`src/rtl/core/bdq_pkg.sv`:
```
// ----------------------------------------------------------------------------
// Bounded deque package
// Shared sizes, action and error codes, and the control and slot types that
// travel between the top level and the storage cells.
// ----------------------------------------------------------------------------
package bdq_pkg;

    // Number of storage cells and the width of one stored value.
    localparam int DEPTH   = 16;
    localparam int VALUE_W = 32;
    // Occupancy counts from zero up to DEPTH inclusive.
    localparam int CNT_W   = $clog2(DEPTH + 1);

    typedef logic [VALUE_W-1:0] t_value;
    typedef logic [CNT_W-1:0]   t_count;

    // Action codes of a command transfer; codes 6 and 7 change nothing.
    typedef enum logic [2:0] {
        ACT_PUSH_FRONT = 3'd0,
        ACT_PUSH_BACK  = 3'd1,
        ACT_POP_FRONT  = 3'd2,
        ACT_POP_BACK   = 3'd3,
        ACT_CONTAINS   = 3'd4,
        ACT_REMOVE     = 3'd5
    } t_action;

    // Error codes reported with each result.
    typedef enum logic [1:0] {
        ERR_OK    = 2'd0,
        ERR_FULL  = 2'd1,
        ERR_EMPTY = 2'd2
    } t_err;

    // Contents of one cell as its neighbors see it.
    typedef struct packed {
        logic   valid;
        t_value value;
    } t_slot;

    // Operation broadcast to every cell for one cycle.
    typedef struct packed {
        logic   shift_right;   // push at the front
        logic   push_back;     // write the first free cell
        logic   shift_left;    // pop at the front
        logic   pop_back;      // drop the last held cell
        logic   remove;        // close up over the first match
        t_value value;         // operand for pushes and searches
    } t_cell_ctrl;

endpackage

```
`src/rtl/core/bdq_cmd_if.sv`:
```
// ----------------------------------------------------------------------------
// Command channel
// Valid/ready channel that carries one deque action and its operand.
// ----------------------------------------------------------------------------
interface bdq_cmd_if;
    import bdq_pkg::*;

    logic        valid;
    logic        ready;
    logic [2:0]  action;
    t_value      value;

    modport source (output valid, output action, output value, input ready);
    modport sink   (input valid, input action, input value, output ready);
endinterface

```
`src/rtl/core/bdq_rsp_if.sv`:
```
// ----------------------------------------------------------------------------
// Response channel
// Valid/ready channel that carries the result of one deque action.
// ----------------------------------------------------------------------------
interface bdq_rsp_if;
    import bdq_pkg::*;

    logic        valid;
    logic        ready;
    t_value      front_value;
    t_value      back_value;
    logic        found;
    t_count      occupancy;
    logic [1:0]  error_code;

    modport source (output valid, output front_value, output back_value, output found,
                    output occupancy, output error_code, input ready);
    modport sink   (input valid, input front_value, input back_value, input found,
                    input occupancy, input error_code, output ready);
endinterface

```
`src/rtl/core/bdq_cell.sv`:
```
// ----------------------------------------------------------------------------
// Deque storage cell
// Holds one entry and its valid bit. Takes its next contents from itself, from
// either neighbor or from the operand, and passes a running match flag down the chain.
// ----------------------------------------------------------------------------
module bdq_cell (
    input  logic                i_clk,
    input  logic                i_rst_n,
    input  bdq_pkg::t_cell_ctrl i_ctrl,
    input  bdq_pkg::t_slot      i_prev,
    input  bdq_pkg::t_slot      i_next,
    input  logic                i_hit,
    output bdq_pkg::t_slot      o_slot,
    output logic                o_hit
);
    import bdq_pkg::*;

    logic   r_valid;
    t_value r_value;
    logic   n_valid;
    t_value n_value;
    logic   w_match;

    // A held entry equal to the operand; the flag stays high from the first
    // match toward the back, which marks the cells that close up on remove.
    assign w_match = r_valid && (r_value == i_ctrl.value);
    assign o_hit   = i_hit || w_match;

    // Next contents of the cell.
    always_comb begin
        n_valid = r_valid;
        n_value = r_value;
        if (i_ctrl.shift_right) begin
            n_valid = i_prev.valid;
            n_value = i_prev.value;
        end else if (i_ctrl.push_back) begin
            if (!r_valid && i_prev.valid) begin
                n_valid = 1'b1;
                n_value = i_ctrl.value;
            end
        end else if (i_ctrl.shift_left || (i_ctrl.remove && o_hit)) begin
            n_valid = i_next.valid;
            n_value = i_next.value;
        end else if (i_ctrl.pop_back) begin
            if (r_valid && !i_next.valid) begin
                n_valid = 1'b0;
            end
        end
    end

    // Valid bit is control state; the entry itself needs no reset.
    always_ff @(posedge i_clk) begin
        if (!i_rst_n) begin
            r_valid <= 1'b0;
        end else begin
            r_valid <= n_valid;
        end
    end

    always_ff @(posedge i_clk) begin
        r_value <= n_value;
    end

    assign o_slot.valid = r_valid;
    assign o_slot.value = r_value;

endmodule

```
`src/rtl/core/bounded_deque_with_search.sv`:
```
// ----------------------------------------------------------------------------
// Bounded deque with search
// Double-ended queue of up to DEPTH values with push and pop at both ends,
// a contains test and removal of the first match from the front.
// ----------------------------------------------------------------------------
// The row of cells updates at the command transfer, and the result register
// then loads from the row once it is free; the next command is taken only
// after that load, so commands are handled one at a time.
// All cells compare and shift in parallel; removal needs a match flag that
// ripples through the chain of cells. A finished result waits in its own
// register, so a new command can be taken while it is not yet collected.
// A push while full or a pop while empty changes nothing and reports an error.
module bounded_deque_with_search (
    input  logic  i_clk,
    input  logic  i_rst_n,
    bdq_cmd_if.sink   i_cmd,
    bdq_rsp_if.source o_rsp
);
    import bdq_pkg::*;

    t_slot      w_slot [0:DEPTH+1];
    logic       w_hit  [0:DEPTH];
    logic [DEPTH-1:0] w_valid;
    t_cell_ctrl w_ctrl;
    t_action    w_act;
    logic       w_accept;
    logic       w_full;
    logic       w_empty;
    logic       w_load;
    t_value     w_back;

    logic       r_busy;
    logic       n_busy;
    t_count     r_count;
    t_count     n_count;
    logic       r_found;
    logic       n_found;
    t_err       r_err;
    t_err       n_err;

    logic       r_out_valid;
    t_value     r_front_value;
    t_value     r_back_value;
    logic       r_out_found;
    t_count     r_occupancy;
    t_err       r_error_code;

    assign w_act    = t_action'(i_cmd.action);
    assign w_accept = i_cmd.valid && i_cmd.ready;
    assign w_full   = w_valid[DEPTH-1];
    assign w_empty  = !w_valid[0];

    // Chain ends: a pushed value stands before the front, nothing after the back.
    assign w_slot[0].valid       = 1'b1;
    assign w_slot[0].value       = i_cmd.value;
    assign w_slot[DEPTH+1].valid = 1'b0;
    assign w_slot[DEPTH+1].value = '0;
    assign w_hit[0]              = 1'b0;

    // Decode the accepted command into one cell operation.
    always_comb begin
        w_ctrl             = '0;
        w_ctrl.value       = i_cmd.value;
        n_count            = r_count;
        n_found            = 1'b0;
        n_err              = ERR_OK;
        if (w_accept) begin
            unique case (w_act) inside
                ACT_PUSH_FRONT, ACT_PUSH_BACK: begin
                    if (w_full) begin
                        n_err = ERR_FULL;
                    end else begin
                        w_ctrl.shift_right = (w_act == ACT_PUSH_FRONT);
                        w_ctrl.push_back   = (w_act == ACT_PUSH_BACK);
                        n_count            = r_count + t_count'(1);
                    end
                end
                ACT_POP_FRONT, ACT_POP_BACK: begin
                    if (w_empty) begin
                        n_err = ERR_EMPTY;
                    end else begin
                        w_ctrl.shift_left = (w_act == ACT_POP_FRONT);
                        w_ctrl.pop_back   = (w_act == ACT_POP_BACK);
                        n_count           = r_count - t_count'(1);
                    end
                end
                ACT_CONTAINS: begin
                    n_found = w_hit[DEPTH];
                end
                ACT_REMOVE: begin
                    n_found       = w_hit[DEPTH];
                    w_ctrl.remove = 1'b1;
                    if (w_hit[DEPTH]) begin
                        n_count = r_count - t_count'(1);
                    end
                end
                default: begin
                end
            endcase
        end
    end

    // Row of storage cells, front at index zero.
    for (genvar g = 0; g < DEPTH; g++) begin : g_cell
        bdq_cell u_cell (
            .i_clk   (i_clk),
            .i_rst_n (i_rst_n),
            .i_ctrl  (w_ctrl),
            .i_prev  (w_slot[g]),
            .i_next  (w_slot[g+2]),
            .i_hit   (w_hit[g]),
            .o_slot  (w_slot[g+1]),
            .o_hit   (w_hit[g+1])
        );
        assign w_valid[g] = w_slot[g+1].valid;
    end

    // The back entry is the one held cell whose successor is empty.
    always_comb begin
        w_back = '0;
        for (int i = 0; i < DEPTH; i++) begin
            if (w_slot[i+1].valid && !w_slot[i+2].valid) begin
                w_back = w_back | w_slot[i+1].value;
            end
        end
    end

    // Result loads while a command is in flight, once the result register is free.
    assign w_load      = r_busy && (!r_out_valid || o_rsp.ready);
    assign i_cmd.ready = !r_busy;

    always_comb begin
        n_busy = r_busy;
        if (w_accept) begin
            n_busy = 1'b1;
        end else if (w_load) begin
            n_busy = 1'b0;
        end
    end

    // Control state.
    always_ff @(posedge i_clk) begin
        if (!i_rst_n) begin
            r_busy      <= 1'b0;
            r_count     <= '0;
            r_out_valid <= 1'b0;
        end else begin
            r_busy  <= n_busy;
            r_count <= n_count;
            if (w_load) begin
                r_out_valid <= 1'b1;
            end else if (o_rsp.ready) begin
                r_out_valid <= 1'b0;
            end
        end
    end

    // Per-command status, held until the result register loads.
    always_ff @(posedge i_clk) begin
        if (w_accept) begin
            r_found <= n_found;
            r_err   <= n_err;
        end
    end

    // Result register.
    always_ff @(posedge i_clk) begin
        if (w_load) begin
            r_front_value <= w_slot[1].valid ? w_slot[1].value : '0;
            r_back_value  <= w_back;
            r_out_found   <= r_found;
            r_occupancy   <= r_count;
            r_error_code  <= r_err;
        end
    end

    assign o_rsp.valid       = r_out_valid;
    assign o_rsp.front_value = r_front_value;
    assign o_rsp.back_value  = r_back_value;
    assign o_rsp.found       = r_out_found;
    assign o_rsp.occupancy   = r_occupancy;
    assign o_rsp.error_code  = r_error_code;

    // The count register always agrees with the number of held cells.
    a_count_matches: assert property (@(posedge i_clk) disable iff (!i_rst_n)
        $countones(w_valid) == r_count)
        else $error("occupancy count differs from held cells");

    // Held cells always form an unbroken run from the front.
    a_contiguous: assert property (@(posedge i_clk) disable iff (!i_rst_n)
        $onehot({1'b0, w_valid} + {{DEPTH{1'b0}}, 1'b1}))
        else $error("held cells are not contiguous from the front");

    // A full error is reported only with a full queue.
    a_full_err: assert property (@(posedge i_clk) disable iff (!i_rst_n)
        o_rsp.valid && (o_rsp.error_code == ERR_FULL) |-> o_rsp.occupancy == t_count'(DEPTH))
        else $error("full error reported below capacity");

    // No command is taken while a result is still being formed.
    a_one_in_flight: assert property (@(posedge i_clk) disable iff (!i_rst_n)
        w_accept |=> r_busy && !i_cmd.ready)
        else $error("command taken while busy");

endmodule
```
`src/flat_wrapper.sv`:
```
// flat-port wrapper written by rule: the top's interface ports become plain ports
module bounded_deque_with_search_flat import bdq_pkg::*;
  (i_clk, i_rst_n, i_cmd_valid, i_cmd_action, i_cmd_value, i_cmd_ready, o_rsp_valid, o_rsp_front_value, o_rsp_back_value, o_rsp_found, o_rsp_occupancy, o_rsp_error_code, o_rsp_ready);
  bdq_cmd_if i_cmd_i ();
  bdq_rsp_if o_rsp_i ();
  input  logic i_clk;
  input  logic i_rst_n;
  input wire logic [$bits(i_cmd_i.valid)-1:0] i_cmd_valid;
  input wire logic [$bits(i_cmd_i.action)-1:0] i_cmd_action;
  input wire logic [$bits(i_cmd_i.value)-1:0] i_cmd_value;
  output wire logic [$bits(i_cmd_i.ready)-1:0] i_cmd_ready;
  output wire logic [$bits(o_rsp_i.valid)-1:0] o_rsp_valid;
  output wire logic [$bits(o_rsp_i.front_value)-1:0] o_rsp_front_value;
  output wire logic [$bits(o_rsp_i.back_value)-1:0] o_rsp_back_value;
  output wire logic [$bits(o_rsp_i.found)-1:0] o_rsp_found;
  output wire logic [$bits(o_rsp_i.occupancy)-1:0] o_rsp_occupancy;
  output wire logic [$bits(o_rsp_i.error_code)-1:0] o_rsp_error_code;
  input wire logic [$bits(o_rsp_i.ready)-1:0] o_rsp_ready;
  assign i_cmd_i.valid = i_cmd_valid;
  assign i_cmd_i.action = i_cmd_action;
  assign i_cmd_i.value = i_cmd_value;
  assign i_cmd_ready = i_cmd_i.ready;
  assign o_rsp_valid = o_rsp_i.valid;
  assign o_rsp_front_value = o_rsp_i.front_value;
  assign o_rsp_back_value = o_rsp_i.back_value;
  assign o_rsp_found = o_rsp_i.found;
  assign o_rsp_occupancy = o_rsp_i.occupancy;
  assign o_rsp_error_code = o_rsp_i.error_code;
  assign o_rsp_i.ready = o_rsp_ready;
  bounded_deque_with_search u_core (.i_clk(i_clk), .i_rst_n(i_rst_n), .i_cmd(i_cmd_i), .o_rsp(o_rsp_i));
endmodule
```
`config.mk`:
```
export PLATFORM = sky130hd
export DESIGN_NAME = bounded_deque_with_search_flat
export DESIGN_NICKNAME = d
export VERILOG_FILES = /design/src/rtl/core/bdq_pkg.sv /design/src/rtl/core/bdq_cmd_if.sv /design/src/rtl/core/bdq_rsp_if.sv /design/src/rtl/core/bdq_cell.sv /design/src/rtl/core/bounded_deque_with_search.sv /design/src/flat_wrapper.sv
export SDC_FILE = /design/constraint.sdc
export NUM_CORES = 2
export LEC_CHECK = 0
export BUFFER_PORTS_ARGS = -buffer_cell sky130_fd_sc_hd__buf_4
export CORE_ASPECT_RATIO = 1.5
export CORE_MARGIN = 1
export CORE_UTILIZATION = 29
export CTS_BUF_LIST = sky130_fd_sc_hd__clkbuf_4
export DETAILED_ROUTE_END_ITERATION = 8
export GPL_ROUTABILITY_DRIVEN = 0
export PLACE_DENSITY_LB_ADDON = 0.08
export SETUP_SLACK_MARGIN = 0.3
export SYNTH_ARGS = -nofsm -noshare
export SYNTH_HDL_FRONTEND = slang
export SYNTH_HIERARCHICAL = 1
export SYNTH_SLANG_ARGS = --single-unit
```
`constraint.sdc`:
```
create_clock -name i_clk -period 11.25 [get_ports i_clk]
set_clock_uncertainty 0.15 [all_clocks]
set_input_delay 2.25 -clock i_clk [delete_from_list [all_inputs] [get_ports i_clk]]
set_output_delay 2.25 -clock i_clk [all_outputs]
set_load 0.02 [all_outputs]
```
==> impl_metrics.py <==
metrics = {
    "placement": {
        "dpl_cell_area_um2": 42200,
        "dp_hpwl_mm": 124,
        "placed_cells": 5505,
        "dp_worst_setup_slack_ns": 2.36,
        "io_buffers": 112,
    },
    "sta": {
        "whs_ns": 0.273,
        "final.setup.worst_slack_ns": 3.47,
        "slew_headroom_pct": 19.1,
        "fmax_ghz": 0.128,
        "tns_ns": 0,
        "rsz0062_at_grt": "false",
        "finalCritPeriodShare_pct": 69.2,
        "layout_min_cycle_time_ns": 7.78,
        "hold_viol_final": 0,
        "worst_pin_slew_ns": 1.20,
        "report.final.slew_viol_count": 0,
        "setup_viol": 0,
    },
    "synth": {
        "postSynthCellCount": 3791,
        "synth_cell_types": 44,
        "syn-cell-area_um2": 39400,
        "synth_edf_count": 587,
        "ys.flop_type": "edfxtp_1",
        "yosysWarnings": 6,
        "synth_top_cell_area_share_pct": 44.8,
        "synth_top_area_cell": "edfxtp_1",
        "ys_ff_latch": 610,
        "ys_seq_area_share_pct": 46.0,
        "syn_area_per_cell_um2": 10.4,
        "async_flop_share_pct": 0,
        "synthTopCellsByArea": "edfxtp_1, mux2i_1, xnor2_1",
    },
    "cts": {
        "hold_buffers": 0,
        "post_cts_buffers": 0,
        "numCtsBuffers": 174,
        "htreeDepth": 4,
        "cts_resized": 0,
        "clock_latency_ns": 1.22,
        "clkTransAtPathRegs_ns": 0.07,
        "cts-root-buf": "clkbuf_4",
        "cts.sinks": 610,
        "clockBufferDepth": 3,
        "cts_tree": "done",
    },
    "routing": {
        "num_vias": 32731,
        "via_per_inst": 5.62,
        "wl_per_cell_um": 32.4,
        "totalWireLength_mm": 188,
        "drc": 0,
        "final_antenna_net_count": 0,
        "firstDrtPassIters": 5,
        "drtIter0Drc": 2882,
    },
    "finish": {
        "fin_area_um2": 44500,
        "areaGrowthSynthToFinish_pct": 13.1,
        "fill_cells": 13949,
        "final_nets": 3971,
        "seqCellArea_um2": 18100,
        "final_cell_mix": "edfxtp_1, nand2_1, o21ai_0, mux2i_1, xnor2_1",
        "multi_input_area_um2": 20400,
        "final_cells": 5823,
        "final_common_cell": "edfxtp_1",
        "layout-drive-gt1-share_pct": 12.7,
    },
    "grt": {
        "grt_pass1_wl_mm": 260,
        "grtUsageTotal_pct": 27.1,
        "gr-total-overflow": 0,
        "grt_max_degree": 241,
        "grt_pass1_vias": 32006,
        "antenna_found_initial": 24,
    },
    "run": {
        "drv_cap": 0,
    },
    "worst_setup_path": {
        "start_kind": "input pin",
        "crit_required_ns": 11.96,
        "critPathCaptureType": "flop",
        "path_class": "in2reg",
        "critPathMaxFanout": 33,
        "rr_startpoint": "u_core/g_cell[0].u_cell/r_value[18]",
        "crit_arrival_ns": 8.49,
        "worstSetupStartpoint": "i_cmd_value[18]",
    },
    "status": {
        "status": "complete, no violations",
    },
    "floorplanning": {
        "io_pins": 113,
        "dieWidth_um": 303,
        "die_y_um": 453,
        "core-area_um2": 135000,
        "num_rows": 165,
        "initial_core_util_pct": 29.2,
        "die-area_um2": 137000,
    },
    "power_and_ir_drop": {
        "ir_drop_mv": 0.106,
        "p_per_area_nw_per_um2": 146,
        "leakagePower_nw": 13.1,
    },
    "worst_hold_path": {
        "hp-start": "u_core/r_err[1]",
        "hp-class": "reg2reg",
    },
}
[cell families after synthesis]
logic type               after synthesis  share of synthesized area, %
other                                  2                        0.0191
flip-flops                           610                          46.0
XOR/XNOR                             514                          11.4
multiplexers                         513                          13.0
AO/OA/AOI/OAI                        898                          14.4
buffers and inverters                278                          3.41
AND/OR/NAND/NOR                      972                          11.6
adder cells (fa/ha/maj)                4                         0.146
[flip-flops by register name, indices dropped and copies added, names as in the netlist, 2 cells and up]
signal and count:
u_core/g_cell.u_cell/r_valid 16, u_core/g_cell.u_cell/r_value 512, u_core/o_rsp.back_value 32, u_core/o_rsp.error_code 2, u_core/o_rsp.front_value 32, u_core/o_rsp.occupancy 5, u_core/r_count 5, u_core/r_err 2
[per-layer routing]
layer	routed length, um	up-vias	global-route usage (%)	share of wire, %
li1	-	14492	-	-
met1	74900	16442	32.7	40
met2	92700	1357	46.1	49
met3	9870	434	4.19	5.2
met4	10900	6	14.6	5.8
met5	40	-	0	0.021
[path summary, 6_finish.rpt]
path                            cells after the start  slack (ns)                              endpoint
worst max-delay path                               24        3.47  u_core/g_cell[15].u_cell/r_value[15]
worst min-delay path                                0        0.27            u_core/o_rsp.error_code[1]
worst max register to register                     23        4.33  u_core/g_cell[15].u_cell/r_value[15]
worst min register to register                      0        0.27            u_core/o_rsp.error_code[1]
[cells in the mapped netlist (all sizes together), types with 2 or more instances]
library cell  number
nor2b             19
inv               20
buf              104
and2              33
xnor2            385
clkbuf           153
nand2            565
a21oi             38
dfxtp             23
nor3              50
o221a             16
o21ai            547
nand3             18
nor2              22
a221oi           124
conb               2
nand4            128
nand2b            35
or3               34
o211ai             2
xor2             129
a22o             126
mux2i            513
nor4              48
or2b              16
a21o              17
edfxtp           587
a211oi            17
ha                 3
a22oi              6
[power breakdown]
group	leakage, nW	total [mW]	internal [mW]	switching [mW]
Clock	1.33	2.24	1.14	1.09
Combinational	6.20	1.44	0.450	0.989
Sequential	5.56	2.84	2.67	0.174
Total	13.1	6.52	4.26	2.26
[per-stage QoR]
stage          utilization [%]  power, mW
6_report                  33.0       6.52
5_1_grt                   33.0       6.77
4_1_cts                   33.0       6.60
3_5_place_dp              31.3       4.31
3_3_place_gp              31.3       4.32
2_1_floorplan                -       3.55
[cell type report]
cell class / count / share of cell area [%]
flip-flops and latches: 610 / 40.6
well taps: 1753 / 4.93
multi-input cells: 2940 / 45.9
diodes: 14 / 0.0787
clock inverters: 50 / 0.759
clock buffers: 254 / 4.28
inverters: 21 / 0.177
repair buffers: 181 / 3.25
[critical path, stage by stage]
cell and delay [ns]:
buf_4 0.38, xnor2_1 0.17, nand4_1 0.24, nor4_1 0.15, nand4_1 0.20, or2b_1 0.28
or2b_1 0.27, or2b_1 0.27, or2b_1 0.27, or2b_1 0.28, or2b_1 0.28, or2b_1 0.27
or2b_1 0.26, or2b_1 0.27, or2b_1 0.26, or2b_1 0.25, or2b_1 0.25, or2b_1 0.27
or2b_1 0.26, or2b_1 0.27, a21oi_1 0.21, o221a_2 0.25, o21ai_4 0.19, buf_4 0.36
Power figures use the tool's default switching activity.
